## config.mk

```make
export PLATFORM = sky130hd
export DESIGN_NAME = rational_root_finder
export DESIGN_NICKNAME = d
export VERILOG_FILES = /design/src/hw/rtl/rrf_pkg.sv /design/src/hw/rtl/rrf_eval.sv /design/src/hw/rtl/rational_root_finder.sv
export SDC_FILE = /design/constraint.sdc
export NUM_CORES = 2
export LEC_CHECK = 0
export BUFFER_PORTS_ARGS = -buffer_cell sky130_fd_sc_hd__buf_2
export CORE_UTILIZATION = 42
export DETAILED_ROUTE_END_ITERATION = 8
export SLEW_MARGIN = 20
export SYNTH_ARGS = -nofsm -noshare
export SYNTH_HDL_FRONTEND = slang
export SYNTH_SLANG_ARGS = --single-unit
```

## constraint.sdc

```tcl
create_clock -name clk -period 16.43 [get_ports clk]
set_clock_uncertainty 0.2 [all_clocks]
set_input_delay 1.643 -clock clk [delete_from_list [all_inputs] [get_ports clk]]
set_output_delay 1.643 -clock clk [all_outputs]
set_load 0.1 [all_outputs]
```

## src/hw/rtl/rrf_pkg.sv

```systemverilog
// ----------------------------------------------------------------------------
// rrf_pkg: shared types and constants for the rational root finder.
// Holds the payload structs, the sequencer states and the status codes.
// ----------------------------------------------------------------------------
package rrf_pkg;

  localparam int MAX_DEGREE   = 7;
  localparam int MAX_DIVISORS = 16;
  localparam int STORE_DEPTH  = MAX_DEGREE + 1;
  localparam int CNT_W        = $clog2(STORE_DEPTH + 1);
  localparam int IDX_W        = $clog2(STORE_DEPTH);
  localparam int DIV_W        = $clog2(MAX_DIVISORS);
  localparam int DCNT_W       = $clog2(MAX_DIVISORS + 1);
  localparam int ROOT_W       = $clog2(MAX_DEGREE + 1);

  localparam logic [1:0] STATUS_ROOT    = 2'd0;
  localparam logic [1:0] STATUS_NO_ROOT = 2'd1;
  localparam logic [1:0] STATUS_INVALID = 2'd2;

  typedef struct packed {
    logic signed [7:0] coefficient;
    logic              last_coefficient;
  } rrf_in_t;

  typedef struct packed {
    logic signed [8:0] root_numerator;
    logic [7:0]        root_denominator;
    logic [1:0]        status;
    logic              last_result;
  } rrf_out_t;

  typedef enum logic [3:0] {
    ST_LOAD,
    ST_CHECK,
    ST_DIVP,
    ST_DIVQ,
    ST_PICK,
    ST_GCD,
    ST_EVAL,
    ST_TEST,
    ST_NEXT,
    ST_EMIT,
    ST_DONE
  } rrf_state_t;

  // Evaluator command and status between sequencer and arithmetic unit.
  typedef struct packed {
    logic              start;
    logic signed [8:0] p;
    logic [7:0]        q;
  } rrf_eval_cmd_t;

  typedef struct packed {
    logic done;
    logic zero;
  } rrf_eval_sts_t;

endpackage

```

## src/hw/rtl/rrf_eval.sv

```systemverilog
// ----------------------------------------------------------------------------
// rrf_eval: exact polynomial evaluator.
// One shared 64-bit multiply-add, one coefficient per cycle (Horner form).
// ----------------------------------------------------------------------------
module rrf_eval import rrf_pkg::*; (
  input  logic                    clk,
  input  logic                    rst,
  input  rrf_eval_cmd_t           cmd,
  input  logic [CNT_W-1:0]        count,
  input  logic signed [7:0]       coef [STORE_DEPTH],
  output rrf_eval_sts_t           sts
);

  logic                  busy;
  logic [CNT_W-1:0]      j;
  logic signed [63:0]    acc;
  logic signed [63:0]    qpow;
  logic signed [8:0]     p_r;
  logic [7:0]            q_r;
  logic signed [63:0]    qpow_next;
  logic signed [63:0]    acc_next;
  logic                  finish;

  // qpow already holds q^j when coefficient j is folded in, so each step is
  // a single multiply-add. qpow never exceeds 128^8 and the sum is taken
  // modulo 2^64 as in the exact test.
  assign qpow_next = qpow * $signed({56'd0, q_r});
  assign acc_next  = acc * 64'(p_r) + 64'(coef[j[IDX_W-1:0]]) * qpow;
  assign finish    = (j >= count) || (j >= CNT_W'(STORE_DEPTH));

  always_ff @(posedge clk) begin
    if (rst) begin
      busy <= 1'b0;
      sts  <= '0;
    end else begin
      sts.done <= busy && !cmd.start && finish;
      if (cmd.start) begin
        busy <= 1'b1;
        p_r  <= cmd.p;
        q_r  <= cmd.q;
        acc  <= 64'(coef[0]);
        qpow <= $signed({56'd0, cmd.q});
        j    <= CNT_W'(1);
      end else if (busy) begin
        if (finish) begin
          busy     <= 1'b0;
          sts.zero <= (acc == 64'sd0);
        end else begin
          acc  <= acc_next;
          qpow <= qpow_next;
          j    <= j + CNT_W'(1);
        end
      end
    end
  end

endmodule

```

## src/hw/rtl/rational_root_finder.sv

```systemverilog
// ----------------------------------------------------------------------------
// rational_root_finder: rational root search over an integer polynomial.
// Loads coefficients, lists divisors, tests reduced candidates exactly.
// ----------------------------------------------------------------------------
//  channel   ports                          transaction
//  input     start, busy, in_item           start & !busy
//  result    result_valid, result           result_valid (no stall)
//
// Coefficients load one per cycle. After the marked constant term the block
// stays busy: each divisor list is found by repeated subtraction, each
// candidate takes a subtractive gcd and, when coprime, an exact evaluation
// on the shared multiply-add, plus bookkeeping in the PICK, TEST and NEXT
// states. There are 512 candidates at most. Reset is synchronous and clears
// the sequencer and counters. Results appear for one cycle each; the
// receiver cannot stall them.
module rational_root_finder import rrf_pkg::*; (
  input  logic     clk,
  input  logic     rst,
  input  logic     start,
  input  rrf_in_t  in_item,
  output logic     busy,
  output logic     result_valid,
  output rrf_out_t result
);

  rrf_state_t          state, state_next;
  logic signed [7:0]   coef [STORE_DEPTH];
  logic [CNT_W-1:0]    count;
  logic [7:0]          ndiv [MAX_DIVISORS];
  logic [7:0]          ddiv [MAX_DIVISORS];
  logic [DCNT_W-1:0]   np, nq;
  logic [7:0]          lead, cons;
  logic [7:0]          trial;
  logic [7:0]          rem;
  logic [DCNT_W-1:0]   i_idx, j_idx;
  logic                neg;
  logic [7:0]          ga, gb;
  logic [ROOT_W-1:0]   roots;
  logic                have_found;
  logic [7:0]          p_cur, q_cur;
  rrf_eval_cmd_t       ecmd;
  rrf_eval_sts_t       ests;
  logic                accept;
  logic [7:0]          abs_lead, abs_cons;
  logic [7:0]          target;
  logic                trial_end;
  logic                trial_step;
  logic                root_emit;

  assign accept = start && !busy;

  always_comb begin
    abs_lead = coef[0][7] ? 8'(-coef[0]) : 8'(coef[0]);
    abs_cons = coef[IDX_W'(count - CNT_W'(1))][7] ?
               8'(-coef[IDX_W'(count - CNT_W'(1))]) : 8'(coef[IDX_W'(count - CNT_W'(1))]);
  end

  assign target     = (state == ST_DIVP) ? cons : lead;
  assign trial_end  = (trial == target);
  assign trial_step = (rem < trial);
  assign p_cur      = ndiv[i_idx[DIV_W-1:0]];
  assign q_cur      = ddiv[j_idx[DIV_W-1:0]];

  always_comb begin
    ecmd.start = (state == ST_GCD) && (ga == gb) && (ga == 8'd1);
    ecmd.p     = neg ? -$signed({1'b0, p_cur}) : $signed({1'b0, p_cur});
    ecmd.q     = q_cur;
  end

  rrf_eval u_eval (
    .clk   (clk),
    .rst   (rst),
    .cmd   (ecmd),
    .count (count),
    .coef  (coef),
    .sts   (ests)
  );

  // Next state.
  always_comb begin
    state_next = state;
    unique case (state)
      ST_LOAD:  if (accept && in_item.last_coefficient) state_next = ST_CHECK;
      ST_CHECK: state_next = (abs_lead == 8'd0 || abs_cons == 8'd0) ? ST_EMIT : ST_DIVP;
      ST_DIVP:  if (trial_end && trial_step) state_next = ST_DIVQ;
      ST_DIVQ:  if (trial_end && trial_step) state_next = ST_PICK;
      ST_PICK:  state_next = ST_GCD;
      ST_GCD:   if (ga == gb) state_next = (ga == 8'd1) ? ST_EVAL : ST_NEXT;
      ST_EVAL:  if (ests.done) state_next = ST_TEST;
      ST_TEST:  state_next = ST_NEXT;
      ST_NEXT:  if (j_idx + DCNT_W'(1) < nq || i_idx + DCNT_W'(1) < np || !neg)
                  state_next = ST_PICK;
                else state_next = ST_DONE;
      ST_EMIT:  state_next = ST_LOAD;
      ST_DONE:  state_next = ST_LOAD;
      default:  state_next = ST_LOAD;
    endcase
  end

  // Outputs.
  always_comb begin
    busy = (state != ST_LOAD);
  end

  // Pending root held one step so last_result can be set on the final one.
  logic        pend;
  rrf_out_t    pend_res;

  // A root found while another is pending releases the pending one.
  assign root_emit = (state == ST_TEST) && ests.zero && (roots < ROOT_W'(MAX_DEGREE)) && pend;

  always_ff @(posedge clk) begin
    if (rst) begin
      state        <= ST_LOAD;
      count        <= '0;
      result_valid <= 1'b0;
      pend         <= 1'b0;
      roots        <= '0;
      have_found   <= 1'b0;
    end else begin
      state        <= state_next;
      result_valid <= (state == ST_EMIT) || (state == ST_DONE) || root_emit;
      unique case (state)
        ST_LOAD: begin
          if (accept) begin
            if (count < CNT_W'(STORE_DEPTH)) begin
              coef[count[IDX_W-1:0]] <= in_item.coefficient;
              count <= count + CNT_W'(1);
            end
          end
        end
        ST_CHECK: begin
          lead  <= abs_lead;
          cons  <= abs_cons;
          np    <= '0;
          nq    <= '0;
          trial <= 8'd1;
          rem   <= abs_cons;
          roots <= '0;
          pend  <= 1'b0;
          have_found <= 1'b0;
        end
        ST_DIVP, ST_DIVQ: begin
          // rem is reduced by trial until it drops below it; a zero left
          // over marks trial as a divisor of the target.
          if (!trial_step) begin
            rem <= rem - trial;
          end else begin
            if (rem == 8'd0) begin
              if (state == ST_DIVP && np < DCNT_W'(MAX_DIVISORS)) begin
                ndiv[np[DIV_W-1:0]] <= trial;
                np <= np + DCNT_W'(1);
              end
              if (state == ST_DIVQ && nq < DCNT_W'(MAX_DIVISORS)) begin
                ddiv[nq[DIV_W-1:0]] <= trial;
                nq <= nq + DCNT_W'(1);
              end
            end
            if (trial_end) begin
              trial <= 8'd1;
              rem   <= lead;
            end else begin
              trial <= trial + 8'd1;
              rem   <= target;
            end
          end
          i_idx <= '0;
          j_idx <= '0;
          neg   <= 1'b0;
        end
        ST_PICK: begin
          ga <= p_cur;
          gb <= q_cur;
        end
        ST_GCD: begin
          if (ga > gb) ga <= ga - gb;
          else if (gb > ga) gb <= gb - ga;
        end
        ST_TEST: begin
          if (ests.zero && roots < ROOT_W'(MAX_DEGREE)) begin
            result       <= pend_res;
            pend         <= 1'b1;
            pend_res     <= '{ecmd.p, q_cur, STATUS_ROOT, 1'b0};
            roots        <= roots + ROOT_W'(1);
            have_found   <= 1'b1;
          end
        end
        ST_NEXT: begin
          if (j_idx + DCNT_W'(1) < nq) j_idx <= j_idx + DCNT_W'(1);
          else begin
            j_idx <= '0;
            if (i_idx + DCNT_W'(1) < np) i_idx <= i_idx + DCNT_W'(1);
            else begin
              i_idx <= '0;
              neg   <= 1'b1;
            end
          end
        end
        ST_EMIT: begin
          result       <= '{9'sd0, 8'd0, STATUS_INVALID, 1'b1};
          count        <= '0;
        end
        ST_DONE: begin
          count        <= '0;
          if (have_found) result <= '{pend_res.root_numerator,
                                      pend_res.root_denominator, STATUS_ROOT, 1'b1};
          else result <= '{9'sd0, 8'd0, STATUS_NO_ROOT, 1'b1};
        end
        default: ;
      endcase
    end
  end

  property p_no_busy_result_in_load;
    @(posedge clk) disable iff (rst) (state == ST_LOAD) |-> !ests.done;
  endproperty
  assert property (p_no_busy_result_in_load) else $error("evaluator active while loading");

  assert property (@(posedge clk) disable iff (rst)
    (state == ST_DONE) |=> (result_valid && result.last_result))
    else $error("search end without final result");

  assert property (@(posedge clk) disable iff (rst)
    (state == ST_EMIT) |=> (result.status == STATUS_INVALID))
    else $error("invalid status missing");

endmodule
```

* Yosys cells after proc, flatten, opt, wreduce, memory -nomap -nowiden
Memory sizes are Yosys's and may differ from the RTL's. A register that Yosys moved wholly into a read port is not among the register bits.
Index checks and enable logic that the tools add are counted.
** Word-level totals
- Memories :: 2
- Bits in read-only memories :: 0
- Bits in writable memories :: 256
- Latch bits :: 0
- Output and inout bits :: 22
- Word-level logic and storage cells :: 252
- Register bits :: 335
- Input port bits :: 12
** Memories
- ddiv :: words 16, width 8, rd ports 1, clocked after memory_dff 1, write ports 1, line rational_root_finder.sv:30 : logic [7:0] ddiv [MAX_DIVISORS];
- ndiv :: words 16, width 8, rd ports 1, clocked after memory_dff 1, write ports 1, line rational_root_finder.sv:29 : logic [7:0] ndiv [MAX_DIVISORS];
** Cells by class
- Divide/modulo/power cells :: 0
- Equal/unequal tests :: 31
- Add/subtract/negate cells :: 16
- Muxes and demuxes :: 84
- Multipliers :: 3
- Shift operators :: 0
- Reduce and logical (&&, ||, !) cells :: 57
- Magnitude comparators :: 15
- Bitwise logic cells :: 5
** Operators by type and width (count)
- two-way mux 64 bit :: 5
- multiplier 64 x 9 -> 64 bit :: 2
- two-way mux 8 bit :: 16
- adder 64 bit :: 1
- bitwise mux 64 bit :: 1
- zero test 64 bit :: 1
- multiplier 8 x 64 -> 64 bit :: 1
- one-hot mux 8 bit (2 select lines) :: 4
- one-hot mux 20 bit (3 select lines) :: 1
- two-way mux 4 bit :: 14
- binary-select mux 8 bit (select 3 bit) :: 2
- two-way mux 5 bit :: 9
- two-way mux 20 bit :: 2
- one-hot mux 5 bit (2 select lines) :: 4
- one-hot mux 4 bit (9 select lines) :: 1
- demux 8 bit (select 3 bit) :: 1
- zero test 8 bit :: 3
- AND reduction 3 bit :: 8
- subtractor 8 bit :: 3
- != test 2 bit, second input constant :: 11
- adder 5 x 1 -> 5 bit, second input constant :: 4
- two-way mux 1 bit :: 18
- equality test 4 x 3 -> 1 bit, second input constant :: 4
- equality test 8 bit :: 2
- other kinds (38) :: 93

* Depth between registers and ports, before layout
- Depth in word-level cells :: 11
- Mapped depth :: 31
- Depth with buffers taken out :: 27

* Modules after synthesis
Synthesis repeated with hierarchy kept, for this count alone.
** Second synthesis, totals
- Cell total of the unflattened synthesis :: 7248
- Area total of the unflattened synthesis :: 72945.0 sq um
** Modules (own cells, without submodules)
- rrf_eval :: seq. area each 4534.3 sq um, cells an instance 5990, area an instance 53187.3 sq um, instances 1
- rational_root_finder :: seq. area each 13212.7 sq um, cells an instance 1258, area an instance 19757.7 sq um, instances 1

* Worst setup path after synthesis
Ideal clock, no wire load.
- Path kind :: reg-to-reg
- Start :: reg ga[5]
- End :: reg u_eval.acc[0] (enable)
- Arrival time :: 7.751 ns
- Path buffers :: 3
- Clock period less this slack :: 8.576 ns
- Cell stages (with the launch flop) :: 11
- Slack :: 7.854 ns
- Setup time :: 0.625 ns
- Data required time :: 15.605 ns
- Path through :: edfxtp_1 > inv_1 > ha_1 > clkbuf_1 > nand4_1 > or2_2 > nor3_1 > clkbuf_1 > clkbuf_1 > a21oi_1 > nor2_1
** On the way
- Longest elaborated chain between the ends :: 5
- Elaborated cells on any way between the ends :: 7
- Those cells by class :: eq/ne: 3; reduce/logical: 4
** RTL lines
- start: declaration :: line rational_root_finder.sv:37 : logic [7:0] ga, gb;
- start signal: assignment :: line rational_root_finder.sv:172 : ga <= p_cur;
- start signal: assignment :: line rational_root_finder.sv:176 : if (ga > gb) ga <= ga - gb;
- equality test 8 bit :: line rational_root_finder.sv:65 : ecmd.start = (state == ST_GCD) && (ga == gb) && (ga == 8'd1);
- logical AND 1 bit :: line rational_root_finder.sv:65
- logical AND 1 bit * :: line rational_root_finder.sv:65
- != test 2 x 1 -> 1 bit (no source line) or nonzero test 2 bit (tied branches)
- AND reduction 3 bit (no source line) *
- end signal: assignment :: line rrf_eval.sv:41 : acc <= 64'(coef[0]);
- end signal: assignment :: line rrf_eval.sv:49 : acc <= acc_next;
- end: declaration :: line rrf_eval.sv:16 : logic signed [63:0] acc;
Mark *: on every way between the ends. The rest lies on a longest branch, timed or not.
A chain may end at the register's enable or synchronous reset.

* Worst setup path in the final report
- Start :: reg u_eval.j[2]
- End :: reg u_eval.acc[56], data pin
** On the way
- Longest elaborated chain between the ends :: 9
** RTL lines
- start: declaration :: line rrf_eval.sv:15 : logic [CNT_W-1:0] j;
- start signal: assignment :: line rrf_eval.sv:51 : j <= j + CNT_W'(1);
- NOT 3 -> 4 bit (implied by the code) :: line rrf_eval.sv:28 : assign acc_next = acc * 64'(p_r) + 64'(coef[j[IDX_W-1:0]]) * qpow;
- binary-select mux 8 bit (select 3 bit) :: line rrf_eval.sv:28
- two-way mux 8 bit (implied by the code) (2 in a row) :: line rrf_eval.sv:28
- multiplier 8 x 64 -> 64 bit :: line rrf_eval.sv:28
- adder 64 bit :: line rrf_eval.sv:28
- two-way mux 64 bit :: line rrf_eval.sv:45 : if (finish) begin
- two-way mux 64 bit :: line rrf_eval.sv:44 : end else if (busy) begin
- two-way mux 64 bit :: line rrf_eval.sv:37 : if (cmd.start) begin
No other way between the ends. The select of a mux whose other input is x is not followed.

==> impl_metrics.env <==
export IMPL_status="finished, final reports clean"
export IMPL_num_rows=152
export IMPL_placed_area_um2=74900
export IMPL_crit_required_ns=16.64
export IMPL_viasPerCell=5.20
export IMPL_syn_nets=8811
export IMPL_cts_tree="done"
export IMPL_synth_fa_ha_area_frac=0.394
export IMPL_finalSetupViolCount=0
export IMPL_grt_util_met2=0.383
export IMPL_cp_end_kind="flop"
export IMPL_antenna_found_initial=3
export IMPL_cts_resized=0
export IMPL_worstPathArrival_ns=9.82
export IMPL_hold_viol=0
export IMPL_clock_fmax_mhz=104
export IMPL_die_w_um=418
export IMPL_synthesis_area_um2=72800
export IMPL_synthTopCellsByArea="fa_1 (34%), edfxtp_1 (24%), inv_1 (7.7%), ha_1 (5.8%), and2_1 (5.5%)"
export IMPL_layout_commonest_cell="inv_1"
export IMPL_grtUsageMet1=0.290
export IMPL_grt_max_degree=66
export IMPL_cts_root_buf="clkbuf_16"
export IMPL_num_nets_final=8587
export IMPL_syn_avg_cell_area_um2=10.1
export IMPL_gp_congestion=0.916
export IMPL_ir_drop_uv=100
export IMPL_cp_num_buf_inv=4
export IMPL_postLayoutCoreUtil=0.450
export IMPL_ys_ff_latch=599
export IMPL_syn_inst=7240
export IMPL_ys_types=83
export IMPL_drv_cap=0
export IMPL_n_fill_cell=16239
export IMPL_cellPowerDensity_nw_per_um2=76.4
export IMPL_fin_crit_sh=0.585
export IMPL_clkTransAtPathRegs_ns=0.06
export IMPL_drt_pass1_iterations=5
export IMPL_finalHoldWorstSlack_ns=0.288
export IMPL_critPathKind="flop to flop"
export IMPL_wl_per_cell_um=20.1
export IMPL_synth_warnings=0
export IMPL_cts_setup_buffers=0
export IMPL_slew_viol_final=0
export IMPL_first_iter_violations=2788
export IMPL_rsz0062_at_grt="false"
export IMPL_fin_cells=9383
export IMPL_top_usage_layer="met2"
export IMPL_pin_count=34
export IMPL_syn_to_final_growth_pct=6.11
export IMPL_cts_buffers=71
export IMPL_synthMuxAreaShare=0.0398
export IMPL_synthXorXnorAreaFrac=0.0259
export IMPL_synth_top_family_by_area="adder cells"
export IMPL_die_h_um=418
export IMPL_cts_sinks=599
export IMPL_crit_path_max_incr_delay_ns=0.90
export IMPL_synth_seq_area_share=0.244
export IMPL_ant_nets=0
export IMPL_ctsHoldBuffers=0
export IMPL_synth_top_cell_area_share=0.336
export IMPL_hold_path_class="flop to flop"
export IMPL_slowest_stage="edfxtp_1"
export IMPL_portBuffers=33
export IMPL_dpl_cell_count=9251
export IMPL_clkLatencyLatePin_ns=0.69
export IMPL_path_common_cell="fa_1"
export IMPL_grt_pass1_vias=52640
export IMPL_async_flop_share=0
export IMPL_synth_simple_area_share=0.147
export IMPL_synthFlopType="edfxtp_1"
export IMPL_start_util=0.424
export IMPL_h_tree_depth=3
export IMPL_synth_compound_area_frac=0.0524
export IMPL_worst_setup_path_start_kind="flop"
export IMPL_synth_edf_count=575
export IMPL_tns_ns=0
export IMPL_drc=0
export IMPL_design_area_um2=77300
export IMPL_grtUsageTotal=0.222
export IMPL_layout_drive_gt1_share=0.0502
export IMPL_cts_max_path_buffers=3
export IMPL_grt_util_met3=0.0245
export IMPL_tightest_slew_ns=1.22
export IMPL_final_cell_mix="inv_1 (1490), fa_1 (1221), nand2_1 (1004)"
export IMPL_vias=48813
export IMPL_finalWirelength_um=188000
export IMPL_leakagePower_nw=35.7
export IMPL_coreArea_um2=172000
export IMPL_synth_largest_area_cell="fa_1"
export IMPL_grt_pass1_wl_um=302000
export IMPL_max_slew_margin=0.190
export IMPL_path_delay_family="adder cells"
export IMPL_fin_crit_ns=9.61
export IMPL_dieArea_um2=175000
export IMPL_cp_max_fo=33
export IMPL_overflow=0
export IMPL_dp_final_hpwl_um=142000
## stage by stage
| stage | setup WS (ns) | power [W] |
|---|---|---|
| floorplan | 7.85 | 0.00369 |
| global placement | 7.04 | 0.00427 |
| detailed placement | 6.86 | 0.00429 |
| CTS | 6.81 | 0.00593 |
| global route | 6.28 | 0.00624 |
| finish | 6.82 | 0.00590 |
## cells by family (layout without fill, tap and decap cells)
kind of cell / after synthesis / in the layout
other cells: 0 / 1
flops: 599 / 599
simple gates: 2218 / 2218
fa+ha+maj: 1559 / 1559
mux: 151 / 151
compound gates: 612 / 612
buf+inv: 1888 / 1720
xor+xnor: 213 / 213
## where the power goes
| part | internal [W] | switching [W] | total (W) |
|---|---|---|---|
| sequential | 0.00189 | 0.0000773 | 0.00196 |
| combinational | 0.000945 | 0.00138 | 0.00233 |
| clock | 0.000912 | 0.000701 | 0.00161 |
| total | 0.00374 | 0.00216 | 0.00590 |
## worst min-delay path, stage by stage (launching register included)
cell	delay, ns
dfxtp_1	0.32
nand2_1	0.06
a21oi_1	0.06
## sequential cells by signal (all words and copies together) (netlist names), 9 cells and up, named ones only
name,flops
u_eval.qpow,64
pend_res,17
ddiv,128
coef,64
result,20
ndiv,128
u_eval.acc,64
u_eval.p_r,9
## layout make-up
| type | count | area, um^2 | share of cell area |
|---|---|---|---|
| flip-flops and latches | 599 | 17800 | 0.230 |
| repair buffers | 100 | 691 | 0.00893 |
| multi-input cells | 4753 | 48000 | 0.621 |
| inverters | 1491 | 5600 | 0.0724 |
| clock buffers | 86 | 1850 | 0.0240 |
| clock inverters | 43 | 474 | 0.00613 |
| diodes | 1 | 2.50 | 0.0000324 |
| well taps | 2310 | 2890 | 0.0374 |
## metal layers
layer	vias to the layer above	share of wire
met5	-	0
met1	25423	0.42
met4	0	0.036
met2	1251	0.50
met3	293	0.047
li1	21846	-
## synth_stat cells (all sizes together) (15+ instances only)
master / instances
inv: 1490
fa: 1221
nand2: 1006
and2: 638
edfxtp: 575
clkbuf: 344
ha: 338
nor2: 245
o21ai: 176
a21oi: 171
xnor2: 143
mux4: 107
a21o: 106
nand2b: 85
xor2: 70
buf: 53
nand3: 47
mux2i: 34
nor2b: 32
nor3: 32
nand4: 31
nor4: 30
and3: 24
dfxtp: 24
a211oi: 19
o21a: 17
or2: 16
or3: 15
## worst paths after layout
| kind | start | end | slack [ns] | cells after the start |
|---|---|---|---|---|
| hold / removal | pend | pend | 0.29 | 2 |
| setup / recovery | u_eval.j[2] | u_eval.acc[56] | 6.82 | 25 |
| hold reg to reg | pend | pend | 0.29 | 2 |
| setup reg to reg | u_eval.j[2] | u_eval.acc[56] | 6.82 | 25 |
Note: power is estimated with default switching activity, not from simulation.
